## src/design/tns_pkg.sv

```systemverilog
// Shared types and constants for the ticks-to-nanoseconds converter.
// No dependencies.
`default_nettype none
package tns_pkg;

    localparam int DATA_W    = 64;
    localparam int MULT_W    = 32;
    localparam int SHIFT_W   = 6;
    localparam int CFG_IDX_W = 8;
    localparam int CFG_DAT_W = 32;
    localparam int NUM_CELLS = DATA_W;

    localparam logic [CFG_IDX_W-1:0] CFG_IDX_MULT  = CFG_IDX_W'(0);
    localparam logic [CFG_IDX_W-1:0] CFG_IDX_SHIFT = CFG_IDX_W'(1);

    localparam logic [DATA_W-1:0] ALL_ONES = {DATA_W{1'b1}};
    localparam logic [DATA_W-1:0] NS_FLOOR = DATA_W'(1000);

    typedef struct packed {
        logic              valid;
        logic [MULT_W-1:0] rem;
        logic [DATA_W-1:0] dq;
        logic [MULT_W-1:0] divisor;
    } t_div_beat;

endpackage
`default_nettype wire

```

## src/design/tns_front.sv

```systemverilog
// Front end: scale with saturation, then optional round-up add.
// Depends on tns_pkg.
`default_nettype none
module tns_front
    import tns_pkg::*;
(
    input  wire logic               i_clk,
    input  wire logic               i_rst_n,
    input  wire logic               i_en,
    input  wire logic               i_valid,
    input  wire logic [DATA_W-1:0]  i_ticks,
    input  wire logic               i_is_max,
    input  wire logic [MULT_W-1:0]  i_multiplier,
    input  wire logic [SHIFT_W-1:0] i_shift,
    output t_div_beat               o_beat
);

    logic              r_valid_a;
    logic [DATA_W-1:0] r_scaled;
    logic [MULT_W-1:0] r_mult;
    logic              r_max_ok;
    t_div_beat         r_beat;

    logic [DATA_W-1:0] n_scaled;
    logic [MULT_W-1:0] n_mult;
    logic              n_max_ok;
    logic [DATA_W-1:0] rnd;
    logic [DATA_W-1:0] sum;

    always_comb begin
        if (|(i_ticks & ~(ALL_ONES >> i_shift))) begin
            n_scaled = ALL_ONES;
        end else begin
            n_scaled = i_ticks << i_shift;
        end
        n_mult   = (i_multiplier == '0) ? MULT_W'(1) : i_multiplier;
        n_max_ok = !i_is_max ||
                   ({{(DATA_W-MULT_W){1'b0}}, n_mult} <= (DATA_W'(1) << i_shift));
    end

    assign rnd = {{(DATA_W-MULT_W){1'b0}}, r_mult - MULT_W'(1)};

    always_comb begin
        if ((~r_scaled > rnd) && r_max_ok) begin
            sum = r_scaled + rnd;
        end else begin
            sum = r_scaled;
        end
    end

    always_ff @(posedge i_clk) begin
        if (!i_rst_n) begin
            r_valid_a    <= 1'b0;
            r_beat.valid <= 1'b0;
        end else if (i_en) begin
            r_valid_a    <= i_valid;
            r_beat.valid <= r_valid_a;
        end
    end

    always_ff @(posedge i_clk) begin
        if (i_en) begin
            r_scaled       <= n_scaled;
            r_mult         <= n_mult;
            r_max_ok       <= n_max_ok;
            r_beat.rem     <= '0;
            r_beat.dq      <= sum;
            r_beat.divisor <= r_mult;
        end
    end

    assign o_beat = r_beat;

endmodule
`default_nettype wire

```

## config.mk

```make
export PLATFORM = sky130hd
export DESIGN_NAME = tns_front
export DESIGN_NICKNAME = d
export VERILOG_FILES = /design/src/design/tns_pkg.sv /design/src/design/tns_front.sv
export SDC_FILE = /design/constraint.sdc
export NUM_CORES = 1
export LEC_CHECK = 0
export BUFFER_PORTS_ARGS = -buffer_cell sky130_fd_sc_hd__buf_2
export CAP_MARGIN = 20
export CELL_PAD_IN_SITES_DETAIL_PLACEMENT = 0
export CELL_PAD_IN_SITES_GLOBAL_PLACEMENT = 1
export CORE_MARGIN = 8
export CORE_UTILIZATION = 40
export DETAILED_ROUTE_END_ITERATION = 12
export PLACE_DENSITY = 0.81
export SLEW_MARGIN = 20
export SYNTH_ARGS = -nofsm -noshare
export SYNTH_HDL_FRONTEND = slang
export SYNTH_SLANG_ARGS = --single-unit
```

## constraint.sdc

```tcl
create_clock -name i_clk -period 17 [get_ports i_clk]
set_input_delay 2.55 -clock i_clk [delete_from_list [all_inputs] [get_ports i_clk]]
set_output_delay 2.55 -clock i_clk [all_outputs]
set_load 0.03 [all_outputs]
```

==> report_table.html <==
<table>
<tr><th>Metric</th><th>Value</th></tr>
<tr><th colspan="2">Clock tree</th></tr>
<tr><td>Number of post-CTS setup repair buffers</td><td>0</td></tr>
<tr><td>Root buffer cell</td><td>clkbuf_16</td></tr>
<tr><td>Clock edge transition at the registers on the reported setup and hold paths</td><td>0.08 ns</td></tr>
<tr><td>Clock tree sinks</td><td>195</td></tr>
<tr><td>Resized Gates After CTS</td><td>0</td></tr>
<tr><td>Number of clock buffers inserted by TritonCTS</td><td>17</td></tr>
<tr><td>Worst skew pair latency</td><td>~0.44 ns</td></tr>
<tr><td>Clk buf depth</td><td>2</td></tr>
<tr><td>CTS HTree Levels</td><td>4</td></tr>
<tr><td>TritonCTS clock tree</td><td>yes</td></tr>
<tr><td>Count of hold buffers inserted by post-cts repair</td><td>0</td></tr>
<tr><th colspan="2">Placement</th></tr>
<tr><td>Setup WS pre-CTS</td><td>~11 ns</td></tr>
<tr><td>Post-Place Cells</td><td>~2,300</td></tr>
<tr><td>Half-perimeter wire length after placement</td><td>between 40,000 and 50,000 um</td></tr>
<tr><td>Weighted congestion at the end of routability-driven global placement</td><td>roughly 0.95</td></tr>
<tr><td>Instance area at placement</td><td>17,100 um2</td></tr>
<tr><td>Quantity of I/O buffers inserted on ports</td><td>203</td></tr>
<tr><th colspan="2">Synthesis</th></tr>
<tr><td>Cell area after technology mapping</td><td>between 15,000 and 20,000 um2</td></tr>
<tr><td>Cell count after synthesis</td><td>roughly 1,700</td></tr>
<tr><td>Adder and majority cell fraction of the synthesized area</td><td>7.73%</td></tr>
<tr><td>Syn. warnings</td><td>0</td></tr>
<tr><td>Area share of the largest cell type after synthesis</td><td>between 30 and 40%</td></tr>
<tr><td>Combinational family with the most area after synthesis</td><td>simple AND/OR/NAND/NOR gates</td></tr>
<tr><td>Predominant post-synthesis flop cell</td><td>edfxtp_1</td></tr>
<tr><td>Async SR Flop Fraction</td><td>0%</td></tr>
<tr><td>Share of synthesized cell area in and, or, nand and nor gates</td><td>17.0%</td></tr>
<tr><td>Compound-cell area share of the yosys netlist</td><td>roughly 15%</td></tr>
<tr><td>Flop and latch count out of synthesis</td><td>between 150 and 200</td></tr>
<tr><td>Largest area contributor in the synthesized netlist</td><td>edfxtp_1</td></tr>
<tr><td>EDFF count, synth</td><td>193</td></tr>
<tr><td>Sequential area share after synthesis</td><td>a little over a third</td></tr>
<tr><td>Share of synthesized area spent on multiplexers</td><td>between 10% and 20%</td></tr>
<tr><td>Post-synthesis xor/xnor area fraction</td><td>under 10%</td></tr>
<tr><td>Number of distinct standard cells referenced by the synthesized netlist</td><td>76</td></tr>
<tr><td>Synth area leaders</td><td>edfxtp_1, mux4_2, ha_1, nand2_1, o21ai_0</td></tr>
<tr><td>Post-synthesis average cell area</td><td>~9.2 um2</td></tr>
<tr><th colspan="2">Floorplan</th></tr>
<tr><td>Floorplan die height</td><td>about 220 um</td></tr>
<tr><td>Standard cell core area</td><td>between 30,000 and 40,000 um2</td></tr>
<tr><td>Std cell rows</td><td>73</td></tr>
<tr><td>I/O pin total</td><td>236</td></tr>
<tr><td>Width of the die</td><td>approximately 220 um</td></tr>
<tr><td>Total Die Area</td><td>about 47,000 um2</td></tr>
<tr><td>Starting utilization of the core area</td><td>40.3%</td></tr>
<tr><th colspan="2">Final layout</th></tr>
<tr><td>Final-stage net count</td><td>2,045</td></tr>
<tr><td>Post-synthesis to final-layout area growth</td><td>11.0%</td></tr>
<tr><td>Total area of multi-input combinational cells</td><td>around 9200 um2</td></tr>
<tr><td>Post-route design area</td><td>~18,000 um2</td></tr>
<tr><td>Final antenna diode count</td><td>0</td></tr>
<tr><td>Leading cell type in the layout, fill and taps excluded</td><td>nand2_1</td></tr>
<tr><td>Fill cell count</td><td>3,815</td></tr>
<tr><td>Area of all sequential standard cells</td><td>5840 um2</td></tr>
<tr><td>Final Instance Count excl. Fillers</td><td>2,378</td></tr>
<tr><td>Share of cells above drive strength 1</td><td>about a fifth</td></tr>
<tr><td>Final core occ</td><td>between 40% and 50%</td></tr>
<tr><td>Commonest cells after routing, fill and taps aside</td><td>nand2_1, buf_2, edfxtp_1, o21ai_0, nor2_1</td></tr>
<tr><th colspan="2">Worst hold path</th></tr>
<tr><td>Hold Path Sink</td><td>o_beat[10]</td></tr>
<tr><td>Class of the worst hold path</td><td>reg -&gt; reg</td></tr>
<tr><td>Hold path cells</td><td>0</td></tr>
<tr><td>Hold path startpoint</td><td>r_mult[10]</td></tr>
<tr><th colspan="2">Timing</th></tr>
<tr><td>Minimum clock period after layout</td><td>6.46 ns</td></tr>
<tr><td>Max-slew violation total from the final report</td><td>0</td></tr>
<tr><td>Slew of the pin with the lowest slew margin</td><td>around 0.97 ns</td></tr>
<tr><td>Total negative setup slack</td><td>0 ns</td></tr>
<tr><td>Final worst setup slack</td><td>10.54 ns</td></tr>
<tr><td>Worst slew margin relative to its limit</td><td>between 30% and 40%</td></tr>
<tr><td>Fin crit share</td><td>between 30% and 40%</td></tr>
<tr><td>F_max</td><td>between 0.15 and 0.2 GHz</td></tr>
<tr><td>Hold violation total from the final report</td><td>0</td></tr>
<tr><td>Number of setup violations in the final report</td><td>0</td></tr>
<tr><td>Max Clock Skew</td><td>0.00753 ns</td></tr>
<tr><td>RSZ-0062 raised after global routing</td><td>false</td></tr>
<tr><th colspan="2">Power and ir drop</th></tr>
<tr><td>Clock share of power</td><td>27.9%</td></tr>
<tr><td>Power share of the combinational group</td><td>29.6%</td></tr>
<tr><td>Net switching component of the power</td><td>between 0.5 and 0.6 mW</td></tr>
<tr><td>Switching share of power</td><td>~36%</td></tr>
<tr><td>Power density of the placed cells</td><td>approximately 80 nW/um2</td></tr>
<tr><td>Maximum VDD drop</td><td>around 0.047 mV</td></tr>
<tr><td>Leakage power figure</td><td>7.00 nW</td></tr>
<tr><td>Cell-internal power</td><td>0.906 mW</td></tr>
<tr><td>Reg power frac</td><td>a little over two fifths</td></tr>
<tr><th colspan="2">Setup path</th></tr>
<tr><td>Cell count of the worst reg-to-reg path</td><td>20</td></tr>
<tr><td>Launch instance of the worst register-to-register path</td><td>r_mult[0]</td></tr>
<tr><td>R2R Path End</td><td>o_beat[76]</td></tr>
<tr><td>Crit end category</td><td>flip-flop</td></tr>
<tr><td>Category of the worst setup path launch point</td><td>flip-flop</td></tr>
<tr><td>Reg-to-reg slack, setup</td><td>~11 ns</td></tr>
<tr><td>Data required, critical path</td><td>around 17 ns</td></tr>
<tr><td>Endpoint arrival time on the critical path</td><td>~6.6 ns</td></tr>
<tr><td>Class of the most critical setup path</td><td>reg -&gt; reg</td></tr>
<tr><td>Maximum net fanout on the critical path</td><td>a little over 60</td></tr>
<tr><th colspan="2">Routing</th></tr>
<tr><td>Count of TritonRoute iterations in the first routing pass</td><td>6</td></tr>
<tr><td>WL final</td><td>between 50,000 and 60,000 um</td></tr>
<tr><td>Count of routing violations after the opening detailed-route iteration</td><td>about 1,300</td></tr>
<tr><td>Detailed-route vias per instance</td><td>between 5 and 6</td></tr>
<tr><td>Remaining routing DRC violations</td><td>0</td></tr>
<tr><td>Routed Antenna Nets</td><td>0</td></tr>
<tr><td>Routed wirelength normalized by instance count</td><td>between 20 and 25 um</td></tr>
<tr><td>Total number of vias</td><td>around 14,000</td></tr>
<tr><th colspan="2">GRT</th></tr>
<tr><td>Number of global-route vias before repair</td><td>between 10,000 and 15,000</td></tr>
<tr><td>Grt total ovfl</td><td>0</td></tr>
<tr><td>Initial antenna violation count</td><td>0</td></tr>
<tr><td>Global-route wire length before repair</td><td>about 80,000 um</td></tr>
<tr><td>GR Util All Layers</td><td>a little over a fifth</td></tr>
<tr><td>Pin count of the biggest net entering global routing</td><td>~120</td></tr>
<tr><th colspan="2">Status</th></tr>
<tr><td>Outcome</td><td>complete, no violations</td></tr>
<tr><th colspan="2">Run</th></tr>
<tr><td>Max-cap violations</td><td>0</td></tr>
</table>
[worst max-delay path, cell delays in order (launching register included)]
cell and delay [ns]:
edfxtp_1 0.47, inv_1 0.18, ha_1 0.23, nand3b_1 0.19
nor4_2 0.42, nand2_1 0.16, or4_1 0.49, or3_1 0.45
or3_1 0.44, xor2_1 0.16, ha_1 0.45, nand2_1 0.10
or3_1 0.38, nor4_1 0.49, o41a_1 0.34, o21ai_4 0.09
buf_4 0.33, a21oi_1 0.24, buf_4 0.26, nand4_1 0.14
xnor2_1 0.17
[power by group through the flow]
stage | registers, mW | logic [mW] | clock network [mW]
finish | 0.600 | 0.417 | 0.393
global route | 0.603 | 0.453 | 0.418
CTS | 0.600 | 0.412 | 0.403
detailed placement | 0.611 | 0.411 | 0
global placement | 0.611 | 0.408 | 0
floorplan | 0.637 | 0.248 | 0
[flip-flops by register name, summed over array words and instances, names as in the netlist]
name       flops
r_valid_a      1
r_max_ok       1
r_scaled      64
r_mult        32
o_beat        97
[worst max-delay path by stage]
| stage | endpoint | cells after the start | slack [ns] | startpoint |
|---|---|---|---|---|
| finish | o_beat[76] | 20 | 10.54 | r_mult[0] |
| floorplan | o_beat[88] | 18 | 11.39 | r_mult[9] |
| CTS | o_beat[86] | 20 | 10.58 | r_mult[0] |
| detailed placement | r_max_ok | 14 | 10.55 | i_shift[0] |
| global route | o_beat[80] | 20 | 10.15 | r_mult[0] |
| global placement | o_beat[89] | 17 | 10.44 | r_mult[5] |
[cell usage after synthesis, types with 25 or more instances]
cell      number
mux4_2        54
buf_4         32
nand2_1      276
nand3_1       33
o21ai_0      148
nor2_1       128
xor2_1        31
edfxtp_1     193
ha_1          97
clkbuf_1      99
inv_1         71
a21o_1        25
xnor2_1       62
nand4_1       42
mux2i_1       47
a21oi_1      104
[final cells by class]
class | count | area share [%]
well taps | 525 | 3.71
multi-input cells | 1336 | 52.1
clock inverters | 14 | 0.820
clock buffers | 18 | 2.42
inverters | 72 | 1.53
repair buffers | 218 | 6.45
flip-flops and latches | 195 | 33.0
[metal layers]
layer  up-vias  GRT usage, %  share of wire (%)
met5         -             0                  0
li1       6485             -                  -
met4         0          7.42                2.9
met3        73          2.29                5.5
met1      6700          29.5                 45
met2       575          35.4                 47
[through the flow]
step / hold slack [ns] / power [mW]
global placement: 0.492 / 1.02
floorplan: 0.450 / 0.885
detailed placement: 0.502 / 1.02
CTS: 0.520 / 1.42
finish: 0.525 / 1.41
global route: 0.543 / 1.47
[cells by family (layout without fill, tap and decap cells)]
family          Yosys count  after routing
fa+ha+maj                98             98
buf+inv                 238            322
simple gates            592            592
other cells               1             32
flops                   195            195
mux                     115            115
compound gates          405            405
xor+xnor                 94             94
Note: power is estimated with default switching activity, not from simulation.
