File: src/design/tns_pkg.sv
// Shared types and constants for the ticks-to-nanoseconds converter.
// No dependencies.
`default_nettype none
package tns_pkg;

    localparam int DATA_W    = 64;
    localparam int MULT_W    = 32;
    localparam int SHIFT_W   = 6;
    localparam int CFG_IDX_W = 8;
    localparam int CFG_DAT_W = 32;
    localparam int NUM_CELLS = DATA_W;

    localparam logic [CFG_IDX_W-1:0] CFG_IDX_MULT  = CFG_IDX_W'(0);
    localparam logic [CFG_IDX_W-1:0] CFG_IDX_SHIFT = CFG_IDX_W'(1);

    localparam logic [DATA_W-1:0] ALL_ONES = {DATA_W{1'b1}};
    localparam logic [DATA_W-1:0] NS_FLOOR = DATA_W'(1000);

    typedef struct packed {
        logic              valid;
        logic [MULT_W-1:0] rem;
        logic [DATA_W-1:0] dq;
        logic [MULT_W-1:0] divisor;
    } t_div_beat;

endpackage
`default_nettype wire

File: src/design/tns_cell.sv
// One restoring-division cell: resolves one quotient bit per beat.
// Depends on tns_pkg.
`default_nettype none
module tns_cell
    import tns_pkg::*;
(
    input  wire logic      i_clk,
    input  wire logic      i_rst_n,
    input  wire logic      i_en,
    input  wire t_div_beat i_beat,
    output t_div_beat      o_beat
);

    t_div_beat         r_beat;
    logic [MULT_W:0]   trial;
    logic [MULT_W+1:0] diff;
    logic              ge;

    assign trial = {i_beat.rem, i_beat.dq[DATA_W-1]};
    assign diff  = {1'b0, trial} - {2'b00, i_beat.divisor};
    assign ge    = !diff[MULT_W+1];

    always_ff @(posedge i_clk) begin
        if (!i_rst_n) begin
            r_beat.valid <= 1'b0;
        end else if (i_en) begin
            r_beat.valid <= i_beat.valid;
        end
    end

    always_ff @(posedge i_clk) begin
        if (i_en) begin
            r_beat.rem     <= ge ? diff[MULT_W-1:0] : trial[MULT_W-1:0];
            r_beat.dq      <= {i_beat.dq[DATA_W-2:0], ge};
            r_beat.divisor <= i_beat.divisor;
        end
    end

    assign o_beat = r_beat;

endmodule
`default_nettype wire

File: config.mk
export PLATFORM = sky130hd
export DESIGN_NAME = tns_cell
export DESIGN_NICKNAME = d
export VERILOG_FILES = /design/src/design/tns_pkg.sv /design/src/design/tns_cell.sv
export SDC_FILE = /design/constraint.sdc
export NUM_CORES = 1
export LEC_CHECK = 0
export CORE_ASPECT_RATIO = 1.1
export CORE_MARGIN = 2
export CORE_UTILIZATION = 46
export CTS_BUF_LIST = sky130_fd_sc_hd__clkbuf_8
export DETAILED_ROUTE_END_ITERATION = 10
export DONT_BUFFER_PORTS = 1
export GPL_ROUTABILITY_DRIVEN = 0
export PLACE_DENSITY = 0.74
export SETUP_SLACK_MARGIN = 0.02
export SLEW_MARGIN = 5
export SYNTH_ARGS = -nofsm -noshare
export SYNTH_HDL_FRONTEND = slang
export SYNTH_SLANG_ARGS = --single-unit
File: constraint.sdc
create_clock -name i_clk -period 2.6 [get_ports i_clk]
set_input_delay 0.13 -clock i_clk [delete_from_list [all_inputs] [get_ports i_clk]]
set_output_delay 0.13 -clock i_clk [all_outputs]
set_load 0.05 [all_outputs]
==> results by stage, run 1 <==
Critical path:
- In this run the register-to-register setup slack is 0.96 ns.
- The worst endpoint required time is 2.78 ns.
- The critical path class is primary input to flip-flop.
- The largest fanout on the critical path is 3.
- The startpoint type of the worst setup path is a primary input.
- The type of destination of the critical path is a flip-flop.
- The data arrival at the endpoint of the critical path is 2.57 ns.

Clocking:
- The total CTS buffers is 17.
- Buffers inserted to repair hold after CTS numbered 128.
- The number of post-CTS setup repair buffers is 0.
- The clock passes through at most 2 buffers.
- The CTS tree is yes.
- The H-tree generated during clock tree synthesis spans 4 levels.
- Once the clock tree was built, the resizer swapped 0 gates to a different size.
- Clock tree synthesis found a total of 129 sinks.
- The clock input transition at the sequential cells of the worst setup and hold paths is 0.08 ns.
- The later pin in the worst-skew pair is clocked with a latency of 0.44 ns.
- The clock tree root driver cell is clkbuf_8.

Status:
- The checks that failed: hold timing.
- The run finished, with violations left.

Timing:
- The timing-limited maximum frequency is 418 MHz.
- The measured slew at the worst slew-check pin is 0.552 ns.
- Setup repair after global routing left no endpoint under its margin.
- For the finished layout, the period the worst path requires is 2.39 ns.
- The final critical path takes up 92.1% of the cycle.
- The final hold slack is -0.185 ns.
- The number of slew-limit violations in the final report came to 0.
- Setup violations remaining at the end of the flow were counted as 0.
- The final number of hold-violating endpoints is 128.
- The worst path setup slack after routing is 0.206 ns.
- The tightest slew margin relative to the limit is 63.3%.
- On the final layout, the worst clock skew is 0 ns.

Global route:
- The number of global-route vias before repair is 4,717.
- The initial antenna violation count is 0.
- The first global-routing pass estimated 25,200 um of wire.
- The total grt overflow is 0.
- The pin count of the biggest net entering global routing is 130.
- Global routing used 23.3% of the available tracks.

Layout:
- The post-route netlist has 14.0% of its cells at a drive strength greater than 1.
- After filler insertion, the fill cell instance count of the layout stands at 952.
- The flip-flop count of the largest register, all copies and words added is 129.
- The area growth from synthesis to layout is 34.7%.
- The net count of the finished layout is 797.
- The total non-filler cell area in the finished layout is 8340 um^2.
- 0 antenna diodes ended up in the layout.

Detailed routing:
- The number of remaining DRC errors is 0.
- The detailed-router iteration count before antenna repair is 4.
- The final layout contains routed wiring with a total length of 16,800 um.
- The routed wirelength normalized by instance count is 20.8 um.
- The total via count after detailed routing is 4,378.
- After the first detailed-routing iteration, the DRC count stood at 269.
- After detailed routing, the number of vias per cell comes to 5.43.
- The count of nets left with antenna violations once routing finished came out at 0.

Worst hold path:
- The classification of the worst-slack hold path is primary input to flip-flop.

Logic synthesis:
- After technology mapping, the gate count stands at 450.
- The most used flip-flop cell after synthesis is edfxtp_1.
- The synthesized design contains 128 enable-type register cells.
- The total of flip-flops plus latches after synthesis is 129.
- The largest area contributor in the netlist is edfxtp_1.
- In the post-synthesis netlist, the biggest area contributors are edfxtp_1, ha_1, mux2_1.
- The synthesized net count is 615.
- The count of warnings emitted by yosys is 0.
- Synthesis instantiated 59 different standard cells from the library.
- Of all flip-flops after synthesis, the portion carrying an async set or reset was 0%.
- Summed over its instances, the top area cell type makes up 62.1% of the synthesized netlist area.
- The synthesized cell area is 6190 um^2.
- The mean instance size in the synthesized netlist is 13.8 um^2.
- The share of synthesized area occupied by flip-flops and latches is 62.4%.

Die:
- The starting utilization of the core area is 47.0%.
- The core footprint is 13,200 um^2.
- 261 I/O pins were placed.
- The overall die area is 14,400 um^2.
- The width of the die is 115 um.
- In this run the vertical extent of the chip is 126 um.
- The floorplan has 44 rows.

Power and ir drop:
- The power per cell area is 692 nW/um^2.
- The largest voltage drop on the vdd net is 318 uV.
- The leakage component of the power is 3.30 nW.

Placed design:
- In this run the tool buffered the top-level ports with 0 buffer cells.
- The post-placement cell area is 6710 um^2.
- Detailed placement ended at an HPWL of 10,600 um.
- The placement-stage worst setup slack is -0.249 ns.

Flow run:
- Max-cap violations in this run came to 0.
-- routing by layer --
metal | wire length (um) | track usage (%)
met4 | 552 | 9.83
met2 | 8920 | 42.7
met5 | 0 | 0
met3 | 1220 | 7.56
met1 | 6070 | 24.1
-- cells in the mapped netlist (7+ instances only) --
| master | count |
|---|---|
| and3_1 | 10 |
| a21oi_1 | 27 |
| xor2_1 | 9 |
| inv_1 | 40 |
| a21o_1 | 9 |
| xnor2_1 | 15 |
| mux2_1 | 26 |
| nor2_1 | 15 |
| nor3_1 | 7 |
| ha_1 | 32 |
| nand2_1 | 26 |
| edfxtp_1 | 128 |
| o21ai_0 | 11 |
-- path summary, 6_finish.rpt --
kind                    start          end  depth (start not counted)
setup reg to reg  o_beat[128]  o_beat[128]                          3
setup / recovery   i_beat[95]  o_beat[126]                         13
hold / removal           i_en   o_beat[22]                          0
hold reg to reg   o_beat[128]  o_beat[128]                          3
-- area by class of cell --
| cell class | instances | area [um^2] | share of cell area (%) |
|---|---|---|---|
| Inverter | 40 | 150 | 1.80 |
| Sequential cell | 129 | 3860 | 46.4 |
| Clock buffer | 17 | 234 | 2.81 |
| Multi-Input combinational cell | 274 | 2150 | 25.8 |
| Timing Repair Buffer | 170 | 1620 | 19.5 |
| Tap cell | 161 | 201 | 2.42 |
| Clock inverter | 15 | 113 | 1.35 |
-- critical path: stages --
cell	delay (ns)
inv_2	0.05
ha_4	0.14
inv_2	0.04
fa_2	0.34
a211oi_2	0.23
o211a_1	0.21
o31ai_2	0.09
a221o_1	0.40
buf_4	0.17
a31oi_1	0.22
o211ai_1	0.12
nor3b_1	0.15
mux2_1	0.29
-- per-stage QoR --
stage | util, % | setup TNS (ns) | power, W | cells
CTS | 63.4 | 0 | 0.00576 | 806
global route | 63.4 | 0 | 0.00600 | 806
finish | 63.4 | 0 | 0.00577 | 806
detailed placement | 51.0 | -1.39 | 0.00413 | 646
global placement | 51.0 | -0.566 | 0.00411 | 646
floorplan | - | -0.0745 | 0.00388 | 450
-- report_power, final --
part	switching (W)	internal (W)	leakage [nW]
clock	0.000844	0.000667	0.172
combinational	0.000396	0.000484	1.87
sequential	0.000820	0.00256	1.26
total	0.00206	0.00371	3.30
-- cell families (layout without fill, tap and decap cells) --
family | Yosys count | after routing | share of synthesized area (%)
flops | 129 | 129 | 62.4
simple gates | 85 | 85 | 6.71
xor+xnor | 24 | 24 | 3.40
buf+inv | 47 | 242 | 3.19
compound gates | 99 | 99 | 11.5
fa+ha+maj | 33 | 33 | 6.79
mux | 33 | 33 | 5.96
-- layout by cell type (no fill, tap or decap), types with 5 or more instances in the layout --
| cell | n |
|---|---|
| edfxtp_1 | 128 |
| nand2_1 | 26 |
| xnor2_1 | 15 |
| mux2i_1 | 5 |
| dlygate4sd3_1 | 128 |
| nor2_1 | 15 |
| ha_1 | 31 |
| nor3_1 | 7 |
| mux2_1 | 26 |
| nand3_1 | 5 |
| buf_4 | 40 |
| a21oi_1 | 27 |
| o21ai_0 | 11 |
| inv_1 | 39 |
| nor2b_1 | 5 |
| a21o_1 | 9 |
| and3_1 | 10 |
| xor2_1 | 9 |
| clkbuf_8 | 17 |
| o21bai_1 | 5 |
No activity file was read; power rests on OpenSTA's default activity.
==> run 2: changes to the inputs <==
PLACE_DENSITY = 0.72   (was 0.74)
clock period = 2.47 ns   (was 2.6 ns; I/O delays follow)
==> run 2 against run 1 <==
  * The flow still finishes with violations (hold timing)
  * Cell count is 0.50% higher
  * Clock power is 26% higher
  * Clock skew stayed put
  * Die area stayed put
  * Routed wire length is 3.5% higher
  * Sequential power is 5% higher
  * Final area is 1.8% higher
  * Via count is 1.4% higher
  * Critical endpoint is now o_beat[96]
  * Largest cell class unchanged
==> results by stage, run 2 (synthesis results as in run 1) <==
Global route:
- The first-pass GRT wire length is 25,500 um (+1.2%).
- The total grt overflow is 0 (unchanged).
- The initial antenna violation count is 0 (unchanged).
- The total routing resource utilization after global routing came to 24.0% (+0.65 points).
- The number of global-route vias before repair came to 4,634 (-1.8%).
- The pin count of the biggest net entering global routing is 130 (unchanged).

Layout:
- The leading cell type in the layout, fill and taps excluded is dlygate4sd3_1.
- The layout cell share with drive strength beyond 1 is 15.7% (+1.8 points).
- The number of inserted diodes is 0 (unchanged).
- The area growth from synthesis to layout is 37.0%.
- In the layout the commonest cells are dlygate4sd3_1, edfxtp_1, buf_4.
- The final net count is 801 (+0.50%).
- The non-filler instance count after layout is 810 (+0.50%).
- The flip-flop count of the largest register, all copies and words added came to 129 (unchanged).

Status:
- The final reports fail on hold timing.
- The run finished, with violations left.

Worst hold path:
- The path class of the tightest hold or removal check is primary input to flip-flop.

Critical path:
- The number of cells on the worst reg-to-reg path is 3 (unchanged).
- The startpoint of the worst setup timing path is i_beat[22].
- Walking the worst path, the cells encountered are inv_1 > ha_1 > a21o_1 > nor4_1 > o21ai_1 > a32oi_1 > a21boi_2 > a31oi_4 > buf_4 > mux2i_1 > dlygate4sd3_1.
- STA classifies the critical path endpoint as a flip-flop.
- The worst endpoint required time is 2.68 ns (-0.10 ns).
- The total number of cells along the worst setup path is 11 (-2).
- The standard cell with the maximum stage delay on the critical path is dlygate4sd3_1.
- The largest stage delay on the critical path is 0.56 ns (+0.16 ns).
- The data arrival at the endpoint of the critical path was 2.56 ns (about the same).
- The startpoint type of the worst setup path is a primary input.
- The combined buffer and inverter count along the critical path was 3 (unchanged).
- The critical path is of the primary input to flip-flop type.
- The endpoint of the worst-slack reg-to-reg timing path is o_beat[128].
- The launch point of the worst reg-to-reg path is o_beat[128].
- In this design, the largest share of critical-path delay is due to compound AO/OA/AOI/OAI gates.
- The largest fanout on the critical path is 6 (+3).
- The critical path ends at o_beat[96].
- The reg2reg setup slack is 0.90 ns (-0.06 ns).

Clocking:
- The total CTS buffers is 17 (unchanged).
- The maximum clock insertion buffer count is 2 (unchanged).
- The clock sink count is 129 (unchanged).
- The hold buffer count at CTS was 129 (+0.78%).
- The clock input transition at the sequential cells of the worst setup and hold paths is 0.08 ns (about the same).
- The root buffer cell chosen for the clock tree is clkbuf_8.
- TritonCTS built the clock tree.
- The clock latency reported for the late side of the worst-skew pair was 0.47 ns (+0.03 ns).
- The number of levels the H-tree was split into came to 4 (unchanged).

Die:
- The number of rows in the core area is 44 (unchanged).
- The number of primary I/O pins was 261 (unchanged).
- The width of the die was 115 um (unchanged).
- The overall die area came to 14,400 um^2 (unchanged).
- The starting utilization of the core area is 47.0% (unchanged).
- The core footprint is 13,200 um^2 (unchanged).
- The die extent in y is 126 um (unchanged).

Power and ir drop:
- The combinational group share of total power is 14.7% (-0.6 points).
- The net switching component of the power was 0.00227 W (+10%).
- The leakage component of the power is 3.36 nW (+1.8%).
- The total chip power is 0.00641 W (+11%).
- The clock share of power was 29.7% (+3.5 points).
- The power per cell area is 756 nW/um^2 (+9.2%).
- The portion of total power attributed to sequential cells is 55.5% (-3.0 points).
- The largest voltage drop on the vdd net was 366 uV (+15%).
- The share of total power consumed by net switching is 35.4% (-0.28 points).
- The cell-internal power came to 0.00414 W (+12%).

Detailed routing:
- The routed wirelength normalized by instance count is 21.4 um (+3.0%).
- The total wire length is 17,400 um (+3.5%).
- The detailed-route vias per instance is 5.48 (+0.94%).
- The number of remaining DRC errors was 0 (unchanged).
- The total via count after detailed routing is 4,441 (+1.4%).
- The remaining antenna violation count after routing was 0 (unchanged).
- The detailed-router iteration count before antenna repair was 5 (+1).
- The number of DRC markers in iteration 0 is 316 (+17%).

Timing:
- The worst path setup slack after routing was 0.121 ns (-0.0847 ns).
- The number of slew-limit violations in the final report is 0 (unchanged).
- The final hold slack came to -0.233 ns (-0.0489 ns).
- The final critical path time including I/O delays and setup is 2.35 ns.
- The tightest slew margin relative to the limit is 60.4% (-2.8 points).
- The number of setup violations in the final report is 0 (unchanged).
- The portion of the clock cycle consumed by the worst path in the final layout is 95.1%.
- The timing-limited maximum frequency is 426 MHz.
- The measured slew at the worst slew-check pin was 0.595 ns (+0.0423 ns).
- The total negative slack for setup checks is 0 ns (unchanged).
- The final number of hold-violating endpoints is 128 (unchanged).
- The final worst clock skew was 0 ns (unchanged).
- Setup repair after global routing left no endpoint under its margin.

Placed design:
- The number of placed instances, taps included is 648 (+0.31%).
- The placement-stage worst setup slack is -0.329 ns (-0.0791 ns).
- The count of input and output buffers is 0 (unchanged).
- The sum of net half-perimeters after detailed placement was 11,200 um (+5.5%).

Flow run:
- The number of max-cap violations was 0 (unchanged).
-- run 2: changes by cell type in the layout (fill, tap and decap cells not counted), sizes merged --
cell and delta:
buf +3, clkinvlp -3, inv +3, bufinv +2, clkinv -2, dlygate4sd3 +1
-- run 2: worst min-delay path by stage --
stage / startpoint / endpoint / slack [ns] / depth (start not counted)
floorplan: i_beat[0] / o_beat[0] / 0.22 / 0
finish: i_en / o_beat[118] / -0.23 / 0
CTS: i_en / o_beat[117] / -0.25 / 0
detailed placement: i_beat[94] / o_beat[95] / 0.22 / 0
global route: i_en / o_beat[117] / -0.25 / 0
global placement: i_beat[86] / o_beat[87] / 0.22 / 0
-- run 2: per-layer routing --
layer | routed length, um | track usage [%] | vias to the layer above
li1 | - | - | 2072
met3 | 1580 | 8.81 | 28
met5 | 0 | 0 | -
met2 | 8780 | 41.9 | 200
met1 | 6600 | 26.1 | 2141
met4 | 397 | 9.61 | 0
-- run 2: final cells by class --
type | count | area (um^2)
Clock inverter | 15 | 173
Inverter | 40 | 163
Clock buffer | 17 | 234
Multi-Input combinational cell | 274 | 2210
Tap cell | 161 | 201
Sequential cell | 129 | 3860
Fill cell | 934 | 4680
Timing Repair Buffer | 174 | 1640
-- run 2: power by group through the flow --
stage	clock [W]	sequential, W	combinational [W]
final	0.00191	0.00356	0.000945
after global routing	0.00202	0.00357	0.00104
after CTS	0.00190	0.00356	0.000932
after detailed placement	0	0.00360	0.000753
after global placement	0	0.00361	0.000737
after floorplan	0	0.00355	0.000550
-- run 2: metrics by stage --
stage               util, %  cell area, um^2
floorplan                 -             6270
global placement       51.4             6760
detailed placement     51.4             6760
CTS                    64.3             8460
global route           64.5             8480
finish                 64.5             8480
-- run 2: repair_timing --
action / CTS / global route
resized for setup: 0 / 5
hold endpoints to repair: 255 / 128
endpoints found under the setup margin: 0 / 1
setup buffers: 0 / 1
